$ cat config.mk
export PLATFORM = sky130hd
export DESIGN_NAME = dsn_back
export DESIGN_NICKNAME = d
export VERILOG_FILES = /design/src/hw/rtl/dsn_pkg.sv /design/src/hw/rtl/dsn_back.sv
export SDC_FILE = /design/constraint.sdc
export NUM_CORES = 2
export LEC_CHECK = 0
export ABC_AREA = 0
export CORE_MARGIN = 4
export CORE_UTILIZATION = 45
export DETAILED_ROUTE_END_ITERATION = 10
export DONT_BUFFER_PORTS = 1
export PLACE_DENSITY_LB_ADDON = 0.12
export SKIP_CTS_REPAIR_TIMING = 1
export SYNTH_ARGS = -nofsm -noshare
export SYNTH_HDL_FRONTEND = slang
export SYNTH_SLANG_ARGS = --single-unit
$ cat constraint.sdc
create_clock -name clock -period 13.04 [get_ports clock]
set_input_delay 3.26 -clock clock [delete_from_list [all_inputs] [get_ports clock]]
set_output_delay 3.26 -clock clock [all_outputs]
set_load 0.02 [all_outputs]
$ cat src/hw/rtl/dsn_pkg.sv
// shared constants for the height map surface normal block
// no dependencies; imported by every module of the block
`timescale 1ns / 1ps

package dsn_pkg;

   localparam int DEF_MAX_WIDTH   = 4096;
   localparam int DEF_SAMPLE_BITS = 16;
   localparam int MAX_HEIGHT      = 4096;
   localparam int DIM_BITS        = 13;
   localparam int GAIN_BITS       = 24;
   localparam int COORD_BITS      = 12;
   localparam int CSR_INDEX_BITS  = 2;
   localparam int QUEUE_DEPTH     = 4;
   localparam int FRAC_BITS       = 16;
   localparam int NORM_BITS       = 30;
   localparam int Q15_MAX         = 32767;

   localparam logic [CSR_INDEX_BITS-1:0] CSR_IMAGE_WIDTH  = 2'd0;
   localparam logic [CSR_INDEX_BITS-1:0] CSR_IMAGE_HEIGHT = 2'd1;
   localparam logic [CSR_INDEX_BITS-1:0] CSR_X_GAIN       = 2'd2;
   localparam logic [CSR_INDEX_BITS-1:0] CSR_Y_GAIN       = 2'd3;

   localparam logic [DIM_BITS-1:0]  RESET_WIDTH  = 13'd256;
   localparam logic [DIM_BITS-1:0]  RESET_HEIGHT = 13'd256;
   localparam logic [GAIN_BITS-1:0] RESET_GAIN   = 24'd65536;

endpackage

$ cat src/hw/rtl/dsn_back.sv
// back part: scales differences, normalizes, square root and three divisions
// depends on dsn_pkg
`timescale 1ns / 1ps

module dsn_back #(
   parameter int SAMPLE_BITS = dsn_pkg::DEF_SAMPLE_BITS
) (
   input  logic                               clock,
   input  logic                               reset,
   input  logic                               job_empty,
   output logic                               job_pop,
   input  logic [dsn_pkg::COORD_BITS-1:0]     job_column,
   input  logic [dsn_pkg::COORD_BITS-1:0]     job_row,
   input  logic signed [SAMPLE_BITS:0]        job_dx,
   input  logic signed [SAMPLE_BITS:0]        job_dy,
   input  logic                               job_last,
   input  logic [dsn_pkg::GAIN_BITS-1:0]      cfg_x_gain,
   input  logic [dsn_pkg::GAIN_BITS-1:0]      cfg_y_gain,
   output logic                               rsp_empty,
   input  logic                               rsp_pop,
   output logic [dsn_pkg::COORD_BITS-1:0]     rsp_column,
   output logic [dsn_pkg::COORD_BITS-1:0]     rsp_row_index,
   output logic signed [15:0]                 rsp_normal_x,
   output logic signed [15:0]                 rsp_normal_y,
   output logic [14:0]                        rsp_normal_z,
   output logic                               rsp_last_of_run
);
   import dsn_pkg::*;

   localparam int DW = SAMPLE_BITS + 1;
   localparam int PW = DW + GAIN_BITS;
   localparam int NB = NORM_BITS;

   typedef enum logic [6:0] {
      B_IDLE     = 7'b0000001,
      B_MUL      = 7'b0000010,
      B_NORM     = 7'b0000100,
      B_SQ       = 7'b0001000,
      B_SQRT     = 7'b0010000,
      B_DIV_INIT = 7'b0100000,
      B_DIV      = 7'b1000000
   } back_state_type;

   back_state_type state_ff, state_in;
   logic done_ff, done_in;

   logic [COORD_BITS-1:0] col_ff, row_ff;
   logic                  last_ff, sx_ff, sy_ff;
   logic [DW-1:0]         magx_ff, magy_ff;
   logic [PW-1:0]         a_ff, b_ff, o_ff;
   logic [4:0]            cnt_ff;
   logic [61:0]           sum_ff;
   logic [62:0]           r_ff;
   logic [32:0]           rem_ff;
   logic [16:0]           low_ff, q_ff;
   logic [1:0]            dsel_ff;
   logic [14:0]           nx_ff, ny_ff, nz_ff;

   logic [DW-1:0]        mag_dx, mag_dy, mul_a;
   logic [GAIN_BITS-1:0] mul_b;
   logic [PW-1:0]        prod;
   logic                 over;
   logic [NB-1:0]        sq_in, div_mag;
   logic [59:0]          sq;
   logic [62:0]          bitv, trial;
   logic [31:0]          len;
   logic [32:0]          dvs, rem2;
   logic [47:0]          num;
   logic [16:0]          q_next;
   logic [14:0]          q_sat;
   logic                 take, fire;

   assign mag_dx = job_dx[DW-1] ? DW'(-job_dx) : DW'(job_dx);
   assign mag_dy = job_dy[DW-1] ? DW'(-job_dy) : DW'(job_dy);
   assign take   = (state_ff == B_IDLE) && !done_ff && !job_empty;
   assign job_pop = take;
   assign fire   = rsp_pop && done_ff;

   assign mul_a = cnt_ff[0] ? magy_ff : magx_ff;
   assign mul_b = cnt_ff[0] ? cfg_y_gain : cfg_x_gain;
   assign prod  = {{GAIN_BITS{1'b0}}, mul_a} * {{DW{1'b0}}, mul_b};

   assign over = (|a_ff[PW-1:NB]) || (|b_ff[PW-1:NB]) || (|o_ff[PW-1:NB]);

   always_comb begin
      case (cnt_ff[1:0])
         2'd0:    sq_in = a_ff[NB-1:0];
         2'd1:    sq_in = b_ff[NB-1:0];
         default: sq_in = o_ff[NB-1:0];
      endcase
      case (dsel_ff)
         2'd0:    div_mag = a_ff[NB-1:0];
         2'd1:    div_mag = b_ff[NB-1:0];
         default: div_mag = o_ff[NB-1:0];
      endcase
   end
   assign sq = {{NB{1'b0}}, sq_in} * {{NB{1'b0}}, sq_in};

   assign bitv  = 63'(1) << {cnt_ff, 1'b0};
   assign trial = r_ff + bitv;

   assign len  = r_ff[31:0];
   assign dvs  = {len, 1'b0};
   assign num  = {2'b0, div_mag, {FRAC_BITS{1'b0}}} + {16'b0, len};
   assign rem2 = {rem_ff[31:0], low_ff[16]};
   assign q_next = {q_ff[15:0], (rem2 >= dvs)};
   assign q_sat  = (q_next > 17'(Q15_MAX)) ? 15'(Q15_MAX) : q_next[14:0];

   always_comb begin
      state_in = state_ff;
      done_in  = done_ff;
      unique case (state_ff)
         B_IDLE: begin
            if (fire) begin
               done_in = 1'b0;
            end else if (take) begin
               state_in = B_MUL;
            end
         end
         B_MUL: begin
            if (cnt_ff[0]) begin
               state_in = B_NORM;
            end
         end
         B_NORM: begin
            if (!over) begin
               state_in = B_SQ;
            end
         end
         B_SQ: begin
            if (cnt_ff[1:0] == 2'd2) begin
               state_in = B_SQRT;
            end
         end
         B_SQRT: begin
            if (cnt_ff == '0) begin
               state_in = B_DIV_INIT;
            end
         end
         B_DIV_INIT: state_in = B_DIV;
         B_DIV: begin
            if (cnt_ff == '0) begin
               if (dsel_ff == 2'd2) begin
                  state_in = B_IDLE;
                  done_in  = 1'b1;
               end else begin
                  state_in = B_DIV_INIT;
               end
            end
         end
         default: state_in = B_IDLE;
      endcase
   end

   always_ff @(posedge clock) begin
      if (reset) begin
         state_ff <= B_IDLE;
         done_ff  <= 1'b0;
      end else begin
         state_ff <= state_in;
         done_ff  <= done_in;
      end
   end

   always_ff @(posedge clock) begin
      unique case (state_ff)
         B_IDLE: begin
            if (take) begin
               col_ff  <= job_column;
               row_ff  <= job_row;
               last_ff <= job_last;
               sx_ff   <= job_dx[DW-1];
               sy_ff   <= job_dy[DW-1];
               magx_ff <= mag_dx;
               magy_ff <= mag_dy;
               cnt_ff  <= '0;
            end
         end
         B_MUL: begin
            if (cnt_ff[0]) begin
               b_ff <= prod;
               o_ff <= PW'(1) << FRAC_BITS;
            end else begin
               a_ff <= prod;
            end
            cnt_ff <= cnt_ff + 1'b1;
         end
         B_NORM: begin
            if (over) begin
               a_ff <= a_ff >> 1;
               b_ff <= b_ff >> 1;
               o_ff <= o_ff >> 1;
            end else begin
               cnt_ff <= '0;
               sum_ff <= '0;
            end
         end
         B_SQ: begin
            sum_ff <= sum_ff + 62'(sq);
            if (cnt_ff[1:0] == 2'd2) begin
               cnt_ff <= 5'd30;
               r_ff   <= '0;
            end else begin
               cnt_ff <= cnt_ff + 1'b1;
            end
         end
         B_SQRT: begin
            if ({1'b0, sum_ff} >= trial) begin
               sum_ff <= sum_ff - trial[61:0];
               r_ff   <= (r_ff >> 1) + bitv;
            end else begin
               r_ff <= r_ff >> 1;
            end
            cnt_ff  <= cnt_ff - 1'b1;
            dsel_ff <= '0;
         end
         B_DIV_INIT: begin
            rem_ff <= {2'b0, num[47:17]};
            low_ff <= num[16:0];
            q_ff   <= '0;
            cnt_ff <= 5'd16;
         end
         B_DIV: begin
            rem_ff <= (rem2 >= dvs) ? rem2 - dvs : rem2;
            low_ff <= {low_ff[15:0], 1'b0};
            q_ff   <= q_next;
            cnt_ff <= cnt_ff - 1'b1;
            if (cnt_ff == '0) begin
               case (dsel_ff)
                  2'd0:    nx_ff <= q_sat;
                  2'd1:    ny_ff <= q_sat;
                  default: nz_ff <= q_sat;
               endcase
               dsel_ff <= dsel_ff + 1'b1;
            end
         end
         default: cnt_ff <= '0;
      endcase
   end

   assign rsp_empty       = !done_ff;
   assign rsp_column      = col_ff;
   assign rsp_row_index   = row_ff;
   assign rsp_normal_x    = sx_ff ? -$signed({1'b0, nx_ff}) : $signed({1'b0, nx_ff});
   assign rsp_normal_y    = sy_ff ? -$signed({1'b0, ny_ff}) : $signed({1'b0, ny_ff});
   assign rsp_normal_z    = nz_ff;
   assign rsp_last_of_run = last_ff;

`ifndef SYNTHESIS
   a_hold_while_done: assert property (@(posedge clock) disable iff (reset)
      done_ff |-> (state_ff == B_IDLE))
      else $error("back busy while result waits");
   a_no_take_done: assert property (@(posedge clock) disable iff (reset)
      done_ff |-> !job_pop)
      else $error("job taken over waiting result");
   a_norm_fits: assert property (@(posedge clock) disable iff (reset)
      (state_ff == B_SQ) |-> !over)
      else $error("operands not normalized");
`endif

endmodule

Yosys cells after proc, flatten, opt, wreduce, memory -nomap -nowiden
Cells that the tools add are included.
{"block": "classes", "addsub": 13, "eq_ne": 23, "bitwise": 1, "shifts": 1, "order_cmp": 3, "mux": 47, "reduce_logical": 33, "mul": 2}
{"operator": "$mux 41", "count": 6}
{"operator": "$pmux 41 s2", "count": 3}
{"operator": "$pmux 62 s3", "count": 1}
{"operator": "$mux 63", "count": 2}
{"operator": "$pmux 63 s2", "count": 1}
{"operator": "$mux 62", "count": 2}
{"operator": "$pmux 30 s2", "count": 2}
{"operator": "$mux 16", "count": 4}
{"operator": "$pmux 32 s2", "count": 1}
{"operator": "$add 62x63->63", "count": 1}
{"operator": "$add 63x63->63", "count": 1}
{"operator": "$ge 62x63->1", "count": 1}
{"operator": "$shl 1x6->63 const A", "count": 1}
{"operator": "$add 62x60->62", "count": 1}
{"operator": "$sub 62x62->62", "count": 1}
{"operator": "$mul 30x30->60", "count": 1}
{"operator": "$mux 7", "count": 7}
{"operator": "$pmux 7 s7", "count": 1}
{"operator": "$add 46x32->47", "count": 1}
{"operator": "$mul 17x24->41", "count": 1}
{"operator": "$neg 17->17", "count": 2}
{"operator": "$pmux 17 s2", "count": 1}
{"operator": "$ge 33x33->1", "count": 1}
{"operator": "$reduce_or 11->1", "count": 3}
{"operator": "41 further kinds", "count": 77}
{"block": "totals", "inputBits": 111, "elab_cells": 147, "ff_bits": 434, "out_inout_bits": 74}

Depth between registers and ports, before layout
{"block": "depth", "word_depth": 6, "mapped_depth": 38, "mapped_depth_nobuf": 33}

Least setup slack after synthesis
No wires, ideal clock.
{"block": "synth_path", "path_type": "input to register", "start": "input cfg_y_gain[5] (netlist name)", "end": "register a_ff[39], data pin", "stages": 25, "setup_time_ns": 0.260, "n_path_buf": 1, "slack_ns": 3.198, "arrival_ns": 9.582, "required_ns": 12.780, "path_cell_list": "mux2_2 -> clkbuf_1 -> nand2_1 -> fa_1 -> inv_1 -> fa_1 -> inv_1 -> fa_1 -> inv_1 -> fa_1 -> inv_1 -> fa_1 -> inv_1 -> fa_1 -> ha_1 -> nand4_1 -> or4b_1 -> o211ai_1 -> a21oi_1 -> o31ai_1 -> and2b_1 -> nor3b_1 -> o31ai_1 -> xor2_1 -> mux2_2"}
{"block": "synth_via", "elab_chain_len": 4}
{"element": "start: declaration", "line_no": "dsn_back.sv:18", "source": "input logic [dsn_pkg::GAIN_BITS-1:0] cfg_y_gain,"}
{"element": "$mux 24", "line_no": "dsn_back.sv:80", "source": "assign mul_b = cnt_ff[0] ? cfg_y_gain : cfg_x_gain;"}
{"element": "$mul 17x24->41", "line_no": "dsn_back.sv:81", "source": "assign prod = {{GAIN_BITS{1'b0}}, mul_a} * {{DW{1'b0}}, mul_b};"}
{"element": "$mux 41", "line_no": "dsn_back.sv:180", "source": "if (cnt_ff[0]) begin"}
{"element": "$pmux 41 s2", "line_no": "dsn_back.sv:166", "source": "unique case (state_ff)"}
{"element": "end signal: assignment", "line_no": "dsn_back.sv:184", "source": "a_ff <= prod;"}
{"element": "end signal: assignment", "line_no": "dsn_back.sv:190", "source": "a_ff <= a_ff >> 1;"}
{"element": "end: declaration", "line_no": "dsn_back.sv:50", "source": "logic [PW-1:0] a_ff, b_ff, o_ff;"}
Every way passes these cells. The select of a mux whose other input is x is not followed.
A chain may end at the register's enable or synchronous reset.

Final worst setup path
{"block": "layout_path", "start": "register cnt_ff[0]", "end": "register sum_ff[60], data pin"}
{"block": "layout_via", "elab_chain_len": 5, "elab_cells_between_ends": 10, "cone_classes": "3 x add/sub; 1 x mul; 1 x eq/ne; 1 x shift; 3 x mux; 1 x reduce/logical"}
{"element": "start: declaration", "line_no": "dsn_back.sv:51", "source": "logic [4:0] cnt_ff;"}
{"element": "start signal: assignment", "line_no": "dsn_back.sv:186", "source": "cnt_ff <= cnt_ff + 1'b1;"}
{"element": "start signal: assignment", "line_no": "dsn_back.sv:204", "source": "cnt_ff <= cnt_ff + 1'b1;"}
{"element": "start signal: assignment", "line_no": "dsn_back.sv:214", "source": "cnt_ff <= cnt_ff - 1'b1;"}
{"element": "$eq 2x1->1 (tied with other cells)", "line_no": "dsn_back.sv:86", "source": "case (cnt_ff[1:0])"}
{"element": "$pmux 30 s2 or $add 63x63->63 (tied branches)", "line_no": "dsn_back.sv:86, dsn_back.sv:100"}
{"element": "$mul 30x30->60 or $sub 62x62->62 (tied branches)", "line_no": "dsn_back.sv:97, dsn_back.sv:209"}
{"element": "$add 62x60->62 or $mux 62 (tied branches)", "line_no": "dsn_back.sv:199, dsn_back.sv:208"}
{"element": "$pmux 62 s3 (*)", "line_no": "dsn_back.sv:166"}
{"element": "end signal: assignment", "line_no": "dsn_back.sv:199", "source": "sum_ff <= sum_ff + 62'(sq);"}
{"element": "end signal: assignment", "line_no": "dsn_back.sv:209", "source": "sum_ff <= sum_ff - trial[61:0];"}
{"element": "end: declaration", "line_no": "dsn_back.sv:52", "source": "logic [61:0] sum_ff;"}
Every way passes the cells marked *; elsewhere a longest branch is shown, timed or not. The select of a mux whose other input is x is not followed.

==> run metrics <==
Detail Route Antenna Nets 0; pin count of the biggest net entering global routing 72; WS Path Type register to register; final core occ 0.4807; count leader, synth inv_1; area leader, netlist fa_1; DR vias/cell 5.527; Crit. End Element register; Tot GR Track Use 0.2613; IO Count 185; die area 157700 um2; clk_lat worst skew 0.66 ns; R2R setup slack 1.69 ns; initial core utilization 0.4539; met3 Usage GRT 0.02955; most numerous cell on the critical path fa_1; Die H 397.1 um; multi-input logic area 49860 um2; Largest stage delay, worst path 0.80 ns; initial antenna violation count 3; Worst Path Arrival 11.66 ns; routability cong. 0.9058; Synth top cells by count inv_1 (1362), fa_1 (1084), nand2_1 (974); CP startpoint kind register; Netlist cell types 85; clock sinks 410; drt pass-1 iters 5; top cell type's share of synthesized area 0.3184; Fin Clk Skew 0.06520 ns; post-synthesis sequential area ratio 0.1795; vias in the first global route 54230; HPWL reported at the end of detailed placement 165700 um; site row count 142; CTS tree built; top cells by area, synth fa_1 (32%), edfxtp_1 (18%), ha_1 (10%), inv_1 (7.5%), nand2_1 (5.4%); Max Clock Freq 88.11 MHz; number of buffers created by CTS 48; top_reg_cell synth edfxtp_1; yosys warns 0; Synth Net Count 9231; number of port buffers 0; DR vias 51910; CTS root buffer clkbuf_16; Post-route DRC 0; Synth Instances 7481; area growth from synthesis to layout 5.896%; Req. time, crit path 13.35 ns; M2 GR Usage 0.4401; Max Root-Sink Buffers 3; DRT Wirelength 204000 um; Setup TNS 0 ns; Slew Limit Fails 0; Async SR Flop Fraction 0; initial DRC count 3699; final setup vio count 0; share of layout cells above drive strength 1 0.03825; nets 9085; Post-synth EDFFs 402; slowest CP cell nor4_1; Worst-Margin Slew 1.138 ns; Hold Path Class register to register; FILL cells 14460; GR Overflow Total 0; register area 12230 um2; outcome finished clean; Final Hold Fails 0; Critical Path Fanout Max 17; Worst-path clk slew 0.06 ns; GRT Max-Usage Layer met2; drt wl/cell 21.72 um; fin crit share 0.8704; M1 GR Usage 0.3542; Syn Std Cell Area 68150 um2; synthesized area per cell 9.109 um2; CTS H-tree lvls 2; DIE WIDTH 397.1 um; Tmin final 11.35 ns; Max-Cap Viols 0; Core Footprint 150100 um2; RSZ-0062 raised after global routing false; first-pass GRT wire length 320200 um; relative slew slack 0.2413; Synth Register Bits 410
[per-stage QoR]
step / instance area, um2 / worst slack (ns) / hold slack, ns / instances
final: 72160 / 1.690 / 0.5263 / 9391
after global routing: 72160 / 1.150 / 0.5402 / 9389
after CTS: 72160 / 1.713 / 0.5240 / 9389
after detailed placement: 70440 / 1.851 / 0.5106 / 9301
after global placement: 70440 / 1.998 / 0.4902 / 9301
after floorplan: 68150 / 3.198 / 0.4836 / 7481
[critical path, delay by kind of cell (launching register included)]
kind	cells	cell delay [ns]
adders and majority gates	10	5.03
and+or+nand+nor	7	2.15
AOI/OAI and AO/OA	6	1.68
buffers and inverters	6	1.40
DFF	1	0.56
xor gates and xnor gates	1	0.15
[layout by cell type (no fill, tap or decap), drive strengths merged, types with 77 or more instances in the layout]
cell,n
inv,1365
nor2,641
fa,1084
edfxtp,402
and2,77
nand2,974
a21oi,314
o21ai,252
a21o,146
buf,90
xor2,149
ha,555
xnor2,224
[layout make-up]
type | instances | area share
clock buffers | 54 | 0.01696
clock inverters | 34 | 0.006918
flip-flops and latches | 410 | 0.1695
inverters | 1372 | 0.07137
multi-input cells | 5413 | 0.6909
well taps | 2016 | 0.03495
repair buffers | 90 | 0.009363
diodes | 2 | 0.00006935
[flip-flops by register name, summed over array words and instances, names as in the netlist, 5 cells and up]
signal	flops
rsp_row_index	12
b_ff	41
sum_ff	62
rsp_column	12
a_ff	41
low_ff	17
state_ff	7
rem_ff	32
r_ff	63
magy_ff	17
cnt_ff	5
q_ff	16
o_ff	17
ny_ff	15
magx_ff	17
rsp_normal_z	15
nx_ff	15
[cell families after synthesis]
family,synth area share
AO/OA/AOI/OAI,0.1152
buffers and inverters,0.09179
AND/OR/NAND/NOR,0.1322
adder cells (fa/ha/maj),0.4204
multiplexers,0.01300
XOR/XNOR,0.04794
flip-flops,0.1795
[metal layers]
| layer | vias to the layer above | part of all wire |
|---|---|---|
| met5 | - | 0.00020 |
| met3 | 270 | 0.054 |
| met4 | 6 | 0.036 |
| met1 | 26200 | 0.43 |
| li1 | 23950 | - |
| met2 | 1475 | 0.48 |
[final timing paths]
path               from  depth (start not counted)          to
max           cnt_ff[0]                         30  sum_ff[60]
min          low_ff[15]                          2  low_ff[16]
max reg2reg   cnt_ff[0]                         30  sum_ff[60]
min reg2reg  low_ff[15]                          2  low_ff[16]
Power is not shown: default switching activity piles up to over one toggle a cycle in this logic, so the estimate is an artifact.
