==> config.mk <==
export PLATFORM = sky130hd
export DESIGN_NAME = dsn_queue
export DESIGN_NICKNAME = d
export VERILOG_FILES = /design/src/hw/rtl/dsn_pkg.sv /design/src/hw/rtl/dsn_queue.sv
export SDC_FILE = /design/constraint.sdc
export NUM_CORES = 1
export LEC_CHECK = 0
export BUFFER_PORTS_ARGS = -buffer_cell sky130_fd_sc_hd__buf_2
export CORE_ASPECT_RATIO = 0.8
export CORE_MARGIN = 1.5
export CORE_UTILIZATION = 55
export DETAILED_ROUTE_END_ITERATION = 7
export GPL_TIMING_DRIVEN = 0
export PLACE_DENSITY = 0.76
export SLEW_MARGIN = 40
export SYNTH_ARGS = -nofsm -noshare
export SYNTH_HDL_FRONTEND = slang
export SYNTH_SLANG_ARGS = --single-unit
==> constraint.sdc <==
create_clock -name clock -period 4.3 [get_ports clock]
set_input_delay 0.645 -clock clock [delete_from_list [all_inputs] [get_ports clock]]
set_output_delay 0.645 -clock clock [all_outputs]
set_load 0.05 [all_outputs]
==> src/hw/rtl/dsn_pkg.sv <==
// shared constants for the height map surface normal block
// no dependencies; imported by every module of the block
`timescale 1ns / 1ps

package dsn_pkg;

   localparam int DEF_MAX_WIDTH   = 4096;
   localparam int DEF_SAMPLE_BITS = 16;
   localparam int MAX_HEIGHT      = 4096;
   localparam int DIM_BITS        = 13;
   localparam int GAIN_BITS       = 24;
   localparam int COORD_BITS      = 12;
   localparam int CSR_INDEX_BITS  = 2;
   localparam int QUEUE_DEPTH     = 4;
   localparam int FRAC_BITS       = 16;
   localparam int NORM_BITS       = 30;
   localparam int Q15_MAX         = 32767;

   localparam logic [CSR_INDEX_BITS-1:0] CSR_IMAGE_WIDTH  = 2'd0;
   localparam logic [CSR_INDEX_BITS-1:0] CSR_IMAGE_HEIGHT = 2'd1;
   localparam logic [CSR_INDEX_BITS-1:0] CSR_X_GAIN       = 2'd2;
   localparam logic [CSR_INDEX_BITS-1:0] CSR_Y_GAIN       = 2'd3;

   localparam logic [DIM_BITS-1:0]  RESET_WIDTH  = 13'd256;
   localparam logic [DIM_BITS-1:0]  RESET_HEIGHT = 13'd256;
   localparam logic [GAIN_BITS-1:0] RESET_GAIN   = 24'd65536;

endpackage

==> src/hw/rtl/dsn_queue.sv <==
// small first-in first-out queue between the front and back parts
// depends on dsn_pkg
`timescale 1ns / 1ps

module dsn_queue #(
   parameter int DATA_BITS = 8,
   parameter int DEPTH     = 4
) (
   input  logic                 clock,
   input  logic                 reset,
   input  logic                 push,
   input  logic [DATA_BITS-1:0] push_data,
   output logic                 full,
   input  logic                 pop,
   output logic [DATA_BITS-1:0] pop_data,
   output logic                 empty
);
   import dsn_pkg::*;

   localparam int AB = (DEPTH > 1) ? $clog2(DEPTH) : 1;

   logic [DATA_BITS-1:0] slot_ff [DEPTH];
   logic [AB-1:0] wr_ptr_ff, wr_ptr_in, rd_ptr_ff, rd_ptr_in;
   logic [AB:0]   count_ff, count_in;

   assign full     = (count_ff == (AB+1)'(DEPTH));
   assign empty    = (count_ff == '0);
   assign pop_data = slot_ff[rd_ptr_ff];

   always_comb begin
      wr_ptr_in = wr_ptr_ff;
      rd_ptr_in = rd_ptr_ff;
      count_in  = count_ff;
      if (push) begin
         wr_ptr_in = (wr_ptr_ff == AB'(DEPTH-1)) ? '0 : wr_ptr_ff + 1'b1;
      end
      if (pop) begin
         rd_ptr_in = (rd_ptr_ff == AB'(DEPTH-1)) ? '0 : rd_ptr_ff + 1'b1;
      end
      if (push && !pop) begin
         count_in = count_ff + 1'b1;
      end else if (pop && !push) begin
         count_in = count_ff - 1'b1;
      end
   end

   always_ff @(posedge clock) begin
      if (reset) begin
         wr_ptr_ff <= '0;
         rd_ptr_ff <= '0;
         count_ff  <= '0;
      end else begin
         wr_ptr_ff <= wr_ptr_in;
         rd_ptr_ff <= rd_ptr_in;
         count_ff  <= count_in;
      end
   end

   always_ff @(posedge clock) begin
      if (push) begin
         slot_ff[wr_ptr_ff] <= push_data;
      end
   end

`ifndef SYNTHESIS
   a_no_overflow: assert property (@(posedge clock) disable iff (reset) !(push && full))
      else $error("push into full queue");
   a_no_underflow: assert property (@(posedge clock) disable iff (reset) !(pop && empty))
      else $error("pop from empty queue");
   a_count_up: assert property (@(posedge clock) disable iff (reset)
      (push && !pop) |=> (count_ff == $past(count_ff) + 1'b1))
      else $error("queue count lost a beat");
`endif

endmodule

[Yosys cells after proc, flatten, opt, wreduce, memory -nomap -nowiden]
Memory sizes are Yosys's and may differ from the RTL's. A register that Yosys moved wholly into a read port is not among the register bits.
Cells that the tools add are included.
Operators by class
  $add $sub $neg: 4
  equal/unequal tests: 3
  mux-type cells: 8
  reduce and logical (&&, ||, !) cells: 6
Operators with widths (count)
  2-to-1 mux 2 bit: 4
  2-to-1 mux 3 bit: 2
  adder 2 x 1 -> 2 bit, second input constant: 2
  == test 2 bit, second input constant: 2
  adder 3 x 1 -> 3 bit, second input constant: 1
  == test 3 bit, second input constant: 1
  zero test 3 bit: 1
  subtractor 3 x 1 -> 3 bit, second input constant: 1
  logical AND 1 bit: 2
  zero test 1 bit: 2
  2-to-1 mux 1 bit: 2
  nonzero test 2 bit: 1
Word-level totals
  register bits after elaboration: 7
  RAM bits: 32
  bits of input ports: 12
  output and inout bits: 10
  memories: 1
Memory list
  slot_ff: depth 4, width 8, read ports 1, clocked after memory_dff 1, write ports 1, RTL line dsn_queue.sv:22  | logic [DATA_BITS-1:0] slot_ff [DEPTH];

[Logic depth before layout (Yosys ltp)]
Gate-level depths: netlist (run 1).
  word-level depth: 4
  depth in mapped cells: 7
  mapped depth without buffers: 7

[Worst setup path after synthesis (run 1)]
Ideal clock, no wire load.
  path type: flip-flop to output port
  start point: register count_ff[1]
  end point: output full
  arrival: 1.502 ns
  required time: 3.655 ns
  slack: 2.153 ns
  cell stages (with the launch flop): 2
  buffers on the path: 0
  cells stage by stage: dfxtp_1 -> nor3b_1
Between the ends
  cells in the longest elaborated chain, start to end: 1
Ends and longest elaborated chain
  start, declared: RTL line dsn_queue.sv:24  | logic [AB:0] count_ff, count_in;
  start signal, assigned: RTL line dsn_queue.sv:55  | count_ff <= count_in;
  == test 3 bit: RTL line dsn_queue.sv:26  | assign full = (count_ff == (AB+1)'(DEPTH));
  end, declared: RTL line dsn_queue.sv:13  | output logic full,
Every way passes these cells.

==> results of run 1 <==
## power breakdown
| group | internal [mW] | total, mW | switching (mW) |
|---|---|---|---|
| logic | 0.0461 | 0.139 | 0.0929 |
| clock network | 0.139 | 0.252 | 0.113 |
| registers | 0.450 | 0.463 | 0.0127 |
| total | 0.635 | 0.854 | 0.219 |
## critical path, stage by stage (launching register included)
cell	delay (ns)
dfxtp_1	0.34
buf_6	0.17
mux4_2	0.52
buf_2	0.23
## cell type report
cell class | instances | area share [%]
sequential | 41 | 62.2
multi-input combinational | 39 | 23.2
timing repair buffer | 21 | 5.73
clock buffer | 7 | 3.00
tap | 38 | 2.59
clock inverter | 1 | 1.64
buffer | 2 | 0.886
inverter | 4 | 0.818
## Yosys cell counts
library cell / number
clkbuf_2: 1
edfxtp_1: 32
mux2i_1: 4
nor3b_1: 2
buf_6: 1
nor2_1: 7
dfxtp_1: 9
o21ai_0: 1
inv_1: 4
fa_1: 1
xor2_1: 2
ha_1: 6
mux4_2: 8
or3_1: 1
and2_1: 4
a21oi_1: 2
nor3_1: 1
## flip-flops by register name (all words and copies together), names as in the netlist, named ones only
register,count
count_ff,3
rd_ptr_ff,2
wr_ptr_ff,2
slot_ff,32
## per-stage QoR
step | power (mW) | setup slack, ns | instance area, µm²
after global placement | 0.605 | 2.21 | 1750
after global routing | 0.894 | 1.99 | 1840
after CTS | 0.867 | 2.03 | 1840
final | 0.854 | 2.06 | 1840
after floorplan | 0.576 | 2.15 | 1600
after detailed placement | 0.614 | 2.17 | 1750
## cells by family after synthesis
group / synth area share (%)
and+or+nand+nor: 4.85
muxes: 13.8
adders and majority gates: 5.95
DFF: 71.4
buffers and inverters: 1.96
AOI/OAI and AO/OA: 0.939
xor gates and xnor gates: 1.10
## per-layer routing
layer  share of wire [%]  vias to the layer above  track usage, %
li1                    -                      385               -
met1                  44                      397            21.7
met2                  49                       16            28.0
met3                 3.5                        8            4.63
met4                 2.6                        0            12.0
met5                   0                        -               0
## path summary, 6_finish.rpt
kind,start,end,slack [ns],depth (start not counted)
setup / recovery,flip-flop,pop_data[6],2.06,3
hold / removal,push_data[0],slot_ff[1][0],0.51,1
setup reg to reg,count_ff[0],count_ff[2],2.83,4
hold reg to reg,count_ff[2],count_ff[2],0.52,2
==> run_results.csv, run 1 <==
group,metric,value,unit
final_layout,final_nets,133,
final_layout,instances_no_fill,153,
drt,dr.pass1.iters,4,
grt,grt_pass1_wl,3860,µm
worst_hold_path,holdCritPathClass,"in2reg",
drt,drt-initial-drc-count,25,
sta,setup-violations-final,0,
worst_setup_path,start_kind,"flip-flop",
worst_setup_path,crit_type,"reg2out",
logic_synthesis,synthCells,86,
job,drv_cap,0,
logic_synthesis,yosysSeqAreaShare,71.4,%
logic_synthesis,synth_top_area_share,60.1,%
worst_setup_path,crit_required,3.65,ns
floorplan,die_y,51.2,µm
sta,min_period_over_period,52.1,%
logic_synthesis,synth_warnings,0,
place,place_congestion,0.678,
logic_synthesis,avgSynthCellArea,18.6,µm²
place,port_buffers,21,
final_layout,antenna_cells,0,
drt,wl_per_cell,15.4,µm
final_layout,regArea,1140,µm²
floorplan,rows,17,
power_and_ir_drop,peakVddDrop,0.319,mV
final_layout,syn_to_final_growth,14.9,%
sta,hold_violations,0,
worst_setup_path,arrival,1.59,ns
sta,hold_slack,0.513,ns
place,dp_hpwl,1710,µm
clocking,clock_sinks,41,
floorplan,die-area,3240,µm²
sta,slew_headroom,71.5,%
status,status,"finished clean",
floorplan,start_util,57.8,%
floorplan,die_x,63.3,µm
drt,wl,2360,µm
drt,num_vias,806,
clocking,cts_max_level,2,
grt,overflow,0,
sta,period_minus_slack,2.24,ns
clocking,cts_root_buf,"clkbuf_4",
logic_synthesis,yosys_register_bits,41,
logic_synthesis,ys_types,17,
power_and_ir_drop,powerDensity,465,nW/µm²
grt,grt_max_degree,13,
final_layout,drive_above_1_share,33.0,%
grt,antenna_found_initial,0,
floorplan,coreArea,2770,µm²
place,place_inst,145,
clocking,cts_made_buffers,5,
final_layout,utilization,66.4,%
grt,grtUsageTotal,17.6,%
final_layout,final_common_cell,"edfxtp_1",
drt,drc,0,
clocking,cts_setup_buffers,0,
logic_synthesis,syn_area,1600,µm²
clocking,clkLatencyLatePin,0.33,ns
clocking,ctsResizeCount,0,
logic_synthesis,synth_area_leaders,"edfxtp_1, dfxtp_1, mux4_2",
drt,vias_per_cell,5.27,
sta,finalClockSkew,0.00384,ns
final_layout,fillers,198,
clocking,hold_buffers,0,
final_layout,final_cell_mix,"edfxtp_1, buf_2, dfxtp_1, mux4_2, nor2_1",
logic_synthesis,syn_nets,105,
floorplan,io_pins,22,
sta,worstMarginPinSlew,0.428,ns
worst_setup_path,crit_path_end_kind,"primary output",
final_layout,multi_input_area,425,µm²
sta,max_freq,447,MHz
grt,grt_pass1_vias,808,
drt,drtAntennaViolNets,0,
logic_synthesis,synth_area_leader_cell,"edfxtp_1",
sta,finalSetupTns,0,ns
clocking,tritoncts,"built",
sta,rsz0062_at_grt,"no",
clocking,clockBufferDepth,2,
sta,finalMaxSlewViolations,0,
clocking,clkTransAtPathRegs,0.11,ns
power_and_ir_drop,p_leak,0.690,nW
worst_setup_path,worst-path-max-fanout,8,
Note: power is estimated with default switching activity, not from simulation.
==> run 2, diff against run 1 <==
--- a/config.mk
+++ b/config.mk
@@ -8,10 +8,10 @@
 export BUFFER_PORTS_ARGS = -buffer_cell sky130_fd_sc_hd__buf_2
 export CORE_ASPECT_RATIO = 0.8
 export CORE_MARGIN = 1.5
-export CORE_UTILIZATION = 55
+export CORE_UTILIZATION = 50
 export DETAILED_ROUTE_END_ITERATION = 7
 export GPL_TIMING_DRIVEN = 0
-export PLACE_DENSITY = 0.76
+export PLACE_DENSITY = 0.73
 export SLEW_MARGIN = 40
 export SYNTH_ARGS = -nofsm -noshare
 export SYNTH_HDL_FRONTEND = slang
==> constraint.sdc (replaced) <==
create_clock -name clock -period 1.82 [get_ports clock]
set_input_delay 0.273 -clock clock [delete_from_list [all_inputs] [get_ports clock]]
set_output_delay 0.273 -clock clock [all_outputs]
set_load 0.05 [all_outputs]
==> run 2 against run 1 <==
Against the previous run: sequential power up 140%; largest cell class unchanged; register-to-register slack worse by 2.5 ns; worst hold slack worse by 0.32 ns; non-clock buffer count unchanged; flip-flop and latch count unchanged; sequential share of layout area down 2.6 points; worst setup slack worse by 2.0 ns; global-route usage down 3.3 points; die area up 9.4%; count of clock-buffer cells in the layout down 2; clock skew down 0.0015 ns; combinational power up 150%.
==> run_results.csv, run 2 (same netlist as run 1, synthesis figures left out) <==
group,metric,value,unit
status,status,"finished clean",
place,placed_cell_area,1750,µm²
final_layout,instances_no_fill,155,
clocking,clock_sinks,41,
grt,grt_pass1_wl,3450,µm
worst_setup_path,crit_required,1.55,ns
job,drv_cap,0,
sta,worstMarginPinSlew,0.431,ns
place,place_inst,147,
power_and_ir_drop,clkPwrFrac,37.4,%
sta,finalClockSkew,0.00236,ns
worst_setup_path,worst-path-max-fanout,8,
sta,slew_headroom,71.3,%
worst_setup_path,crit_path_end_kind,"primary output",
final_layout,fillers,235,
drt,dr.pass1.iters,4,
sta,max_freq,566,MHz
floorplan,coreArea,3060,µm²
worst_setup_path,worst_path_max_delay_cell,"mux4_2",
drt,drtAntennaViolNets,0,
clocking,cts_made_buffers,5,
final_layout,top_regs,"slot_ff (32), count_ff (3)",
floorplan,die-area,3550,µm²
floorplan,io_pins,22,
final_layout,antenna_cells,0,
grt,grt_max_degree,15,
grt,antenna_found_initial,0,
power_and_ir_drop,peakVddDrop,0.525,mV
clocking,clockBufferDepth,2,
power_and_ir_drop,seq_power_share,47.5,%
worst_setup_path,arrival,1.50,ns
final_layout,postLayoutCellArea,1920,µm²
sta,rsz0062_at_grt,"yes",
worst_hold_path,holdCritPathClass,"in2reg",
clocking,tritoncts,"built",
clocking,cts_root_buf,"clkbuf_8",
final_layout,syn_to_final_growth,19.9,%
final_layout,utilization,62.5,%
final_layout,final_common_cell,"edfxtp_1",
sta,finalSetupTns,0,ns
place,dp_hpwl,1600,µm
place,place_congestion,0.664,
clocking,clkLatencyLatePin,0.28,ns
clocking,cts_max_level,2,
sta,fin_ws,0.0517,ns
power_and_ir_drop,internal_power,1.74,mW
sta,finalMaxSlewViolations,0,
drt,wl_per_cell,14.8,µm
drt,wl,2300,µm
sta,min_period_over_period,97.2,%
drt,num_vias,811,
final_layout,drive_above_1_share,33.9,%
power_and_ir_drop,p_leak,0.722,nW
drt,drc,0,
power_and_ir_drop,p_sw,0.558,mW
drt,vias_per_cell,5.23,
clocking,cts_setup_buffers,0,
worst_setup_path,cp_cell_sequence,"buf_6, mux4_2, buf_4",
grt,overflow,0,
sta,hold_violations,0,
floorplan,start_util,52.2,%
worst_setup_path,start_kind,"flip-flop",
final_layout,final_cell_mix,"edfxtp_1, buf_2, dfxtp_1, mux4_2, nor2_1",
sta,setup-violations-final,0,
power_and_ir_drop,finalPower,2.30,mW
power_and_ir_drop,p_sw_share,24.3,%
floorplan,rows,18,
power_and_ir_drop,powerDensity,1200,nW/µm²
place,dpl_worst_slack,0.0489,ns
grt,grtUsageTotal,14.3,%
grt,grt_pass1_vias,731,
place,port_buffers,21,
final_layout,final_nets,133,
sta,hold_slack,0.198,ns
drt,drt-initial-drc-count,17,
power_and_ir_drop,combinationalPowerShare,15.1,%
sta,period_minus_slack,1.77,ns
floorplan,die_x,66.2,µm
clocking,clkTransAtPathRegs,0.08,ns
floorplan,die_y,53.6,µm
worst_setup_path,crit_type,"reg2out",
worst_setup_path,critPathMaxStageDelay,0.51,ns
final_layout,largest_register_ffs,32,
final_layout,top_register,"slot_ff",
worst_setup_path,reg2reg_slack,0.33,ns
-- run 2: power by group through the flow --
stage | registers [mW] | logic (mW) | clock network (mW)
after floorplan | 1.11 | 0.254 | 0
after global placement | 1.11 | 0.320 | 0
after detailed placement | 1.11 | 0.332 | 0
after CTS | 1.09 | 0.333 | 0.874
after global routing | 1.10 | 0.373 | 0.911
final | 1.09 | 0.347 | 0.859
-- run 2: final timing paths --
path	startpoint	end	cells after the start
setup / recovery	flip-flop	pop_data[6]	3
hold / removal	push_data[3]	slot_ff[1][3]	1
setup reg to reg	count_ff[0]	count_ff[2]	4
hold reg to reg	count_ff[2]	count_ff[2]	2
-- run 2: layout make-up --
type	count	area, µm²	area share [%]
Multi-Input combinational cell	39	425	22.2
Sequential cell	41	1140	59.6
Clock buffer	5	68.8	3.59
Tap cell	40	50.0	2.61
Buffer	2	16.3	0.849
Inverter	4	15.0	0.784
Clock inverter	3	68.8	3.59
Timing Repair Buffer	21	130	6.79
-- run 2: timing repair --
item                                    CTS  global route
resized for setup                         0            16
hold endpoints to repair                  0             0
endpoints found under the setup margin    0             7
hold buffers                              0             0
-- run 2: metal layers --
layer | wire [µm] | vias up | GRT usage, %
li1 | - | 382 | -
met1 | 1010 | 409 | 17.9
met2 | 1170 | 16 | 23.5
met3 | 106 | 4 | 4.39
met4 | 21 | 0 | 6.12
met5 | 0 | - | 0
-- run 2: critical path: cells and delay by family, from the launching register on --
family / cells / cell delay (ns)
DFF: 1 / 0.33
muxes: 1 / 0.51
buffers and inverters: 2 / 0.36
==> run 3, diff against run 2 <==
--- a/config.mk
+++ b/config.mk
@@ -6,7 +6,7 @@
 export NUM_CORES = 1
 export LEC_CHECK = 0
 export BUFFER_PORTS_ARGS = -buffer_cell sky130_fd_sc_hd__buf_2
-export CORE_ASPECT_RATIO = 0.8
+export CORE_ASPECT_RATIO = 0.75
 export CORE_MARGIN = 1.5
 export CORE_UTILIZATION = 50
 export DETAILED_ROUTE_END_ITERATION = 7
==> run 3 against run 2 <==
Against the previous run: clock power shrank 17%; flip-flop and latch count is the same; worst setup slack gained 0.0085 ns; total power shrank 5.4%; die area is essentially flat; design area grew 0.13%; via count shrank 0.86%; final cell count shrank 1.3%; clock skew grew 0.0019 ns; sequential power is essentially flat; sequential share of layout area is essentially flat; combinational power grew 6.3%; critical endpoint is now pop_data[1]; largest power group unchanged; highest routed layer unchanged.
==> run_results.csv, run 3 (same netlist as run 1, synthesis figures left out) <==
group,metric,value,unit
final_layout,instances_no_fill,153,
power_and_ir_drop,clkPwrFrac,32.7,%
grt,grt_pass1_wl,3900,µm
clocking,hold_buffers,0,
floorplan,start_util,53.3,%
worst_hold_path,holdPathStages,1,
worst_setup_path,worst_path_max_delay_cell,"mux4_2",
final_layout,final_cell_mix,"edfxtp_1, buf_2, mux4_2, dfxtp_1, nor2_1",
worst_setup_path,crit_required,1.55,ns
final_layout,fillers,204,
worst_setup_path,crit_path_end_kind,"primary output",
worst_setup_path,worst-path-max-fanout,8,
grt,grtUsageTotal,17.2,%
grt,overflow,0,
drt,wl_per_cell,16.7,µm
final_layout,drive_above_1_share,33.9,%
place,place_congestion,0.633,
clocking,clock_sinks,41,
worst_setup_path,ff2ff_path_depth,4,
place,dp_hpwl,1740,µm
sta,rsz0062_at_grt,"no",
final_layout,postLayoutCellArea,1920,µm²
floorplan,die-area,3550,µm²
final_layout,largest_register_ffs,32,
worst_setup_path,arrival,1.49,ns
job,drv_cap,0,
sta,finalSetupTns,0,ns
drt,vias_per_cell,5.25,
floorplan,die_x,68.3,µm
sta,worstMarginPinSlew,0.445,ns
power_and_ir_drop,p_sw_share,25.8,%
clocking,cts_made_buffers,5,
worst_hold_path,hold_start,"push_data[1]",
place,dpl_worst_slack,0.0209,ns
final_layout,final_common_cell,"edfxtp_1",
drt,dr.pass1.iters,4,
sta,hold_violations,0,
worst_setup_path,reg2reg_slack,0.33,ns
status,status,"finished clean",
sta,min_period_over_period,96.7,%
sta,period_minus_slack,1.76,ns
sta,max_freq,568,MHz
drt,drt-initial-drc-count,70,
grt,grt_max_degree,14,
worst_setup_path,critPathMaxStageDelay,0.54,ns
power_and_ir_drop,seq_power_share,50.3,%
drt,drtAntennaViolNets,0,
drt,wl,2550,µm
power_and_ir_drop,powerDensity,1130,nW/µm²
clocking,tritoncts,"built",
floorplan,rows,17,
final_layout,syn_to_final_growth,20.0,%
final_layout,top_register,"slot_ff",
power_and_ir_drop,internal_power,1.61,mW
sta,setup-violations-final,0,
clocking,clkLatencyLatePin,0.30,ns
floorplan,die_y,52.0,µm
clocking,cts_max_level,2,
worst_setup_path,cp_cell_sequence,"buf_12, mux4_2, buf_8",
final_layout,multi_input_area,425,µm²
worst_hold_path,holdCritPathClass,"in2reg",
drt,num_vias,804,
worst_setup_path,r2r-end,"count_ff[2]",
final_layout,regArea,1140,µm²
floorplan,coreArea,3000,µm²
place,place_inst,145,
place,port_buffers,21,
grt,antenna_found_initial,0,
final_layout,utilization,64.0,%
clocking,cts_setup_buffers,0,
final_layout,antenna_cells,0,
floorplan,io_pins,22,
sta,fin_ws,0.0602,ns
worst_setup_path,r2r_start,"count_ff[0]",
clocking,clkTransAtPathRegs,0.08,ns
power_and_ir_drop,p_leak,0.719,nW
worst_setup_path,start_kind,"flip-flop",
place,placed_cell_area,1750,µm²
sta,finalClockSkew,0.00422,ns
clocking,clockBufferDepth,2,
worst_hold_path,whs_endpoint,"slot_ff[0][1]",
sta,slew_headroom,70.3,%
final_layout,top_regs,"slot_ff (32), count_ff (3)",
drt,drc,0,
grt,grt_pass1_vias,835,
power_and_ir_drop,p_sw,0.561,mW
power_and_ir_drop,peakVddDrop,0.581,mV
sta,finalMaxSlewViolations,0,
power_and_ir_drop,combinationalPowerShare,17.0,%
worst_setup_path,crit_type,"reg2out",
clocking,cts_root_buf,"clkbuf_8",
final_layout,final_nets,133,
-- run 3: cell count changes in the layout (fill, tap and decap cells not counted) --
cell / before / now
buf_2: 14 / 13
buf_6: 3 / 6
clkbuf_1: 0 / 1
inv_6: 1 / 0
dfxtp_1: 9 / 8
buf_12: 0 / 1
clkinv_2: 0 / 1
bufinv_16: 2 / 1
dfxtp_2: 0 / 1
buf_4: 5 / 1
buf_8: 0 / 1
-- run 3: repair_timing --
| action | in CTS | in global routing |
|---|---|---|
| gates resized for setup | 3 | 21 |
| pin swaps | 0 | 0 |
| setup endpoints to repair | 3 | 8 |
-- run 3: final cells by class --
type / count / area share (%)
tap: 38 / 2.48
inverter: 4 / 0.783
clock buffer: 6 / 3.78
clock inverter: 2 / 1.83
sequential: 41 / 59.6
timing repair buffer: 21 / 8.09
buffer: 2 / 1.30
multi-input combinational: 39 / 22.2
-- run 3: power groups by stage --
stage	Combinational, mW	Clock (mW)	Sequential (mW)
2_1_floorplan	0.254	0	1.11
3_5_place_dp	0.335	0	1.11
3_3_place_gp	0.320	0	1.11
6_report	0.369	0.711	1.09
5_1_grt	0.392	0.758	1.10
4_1_cts	0.341	0.722	1.09
-- run 3: metal layers --
metal / part of all wire (%) / vias to the layer above / global-route usage [%]
li1: - / 382 / -
met5: 0 / - / 0
met1: 42 / 395 / 19.3
met4: 2.5 / 0 / 12.0
met3: 5.4 / 6 / 5.84
met2: 50 / 21 / 27.3
-- run 3: stage by stage --
step	power, mW	hold WS (ns)
floorplan	1.36	0.342
global placement	1.43	0.477
detailed placement	1.45	0.497
CTS	2.16	0.187
global route	2.25	0.186
finish	2.17	0.191
-- run 3: worst max-delay path, delay by kind of cell, from the launching register on --
family | cells | cell delay, ns
multiplexers | 1 | 0.54
flip-flops | 1 | 0.34
buffers and inverters | 2 | 0.31
-- run 3: how the worst max path moves through the flow --
stage                        endpoint  slack (ns)        start  cells after the start
after floorplan                  full        0.05  count_ff[1]                      1
after global placement    count_ff[2]        0.10          pop                      8
after detailed placement  count_ff[2]        0.02          pop                      8
after CTS                 pop_data[1]      0.0009    flip-flop                      3
after global routing      pop_data[1]        0.01    flip-flop                      3
final                     pop_data[1]        0.06    flip-flop                      3
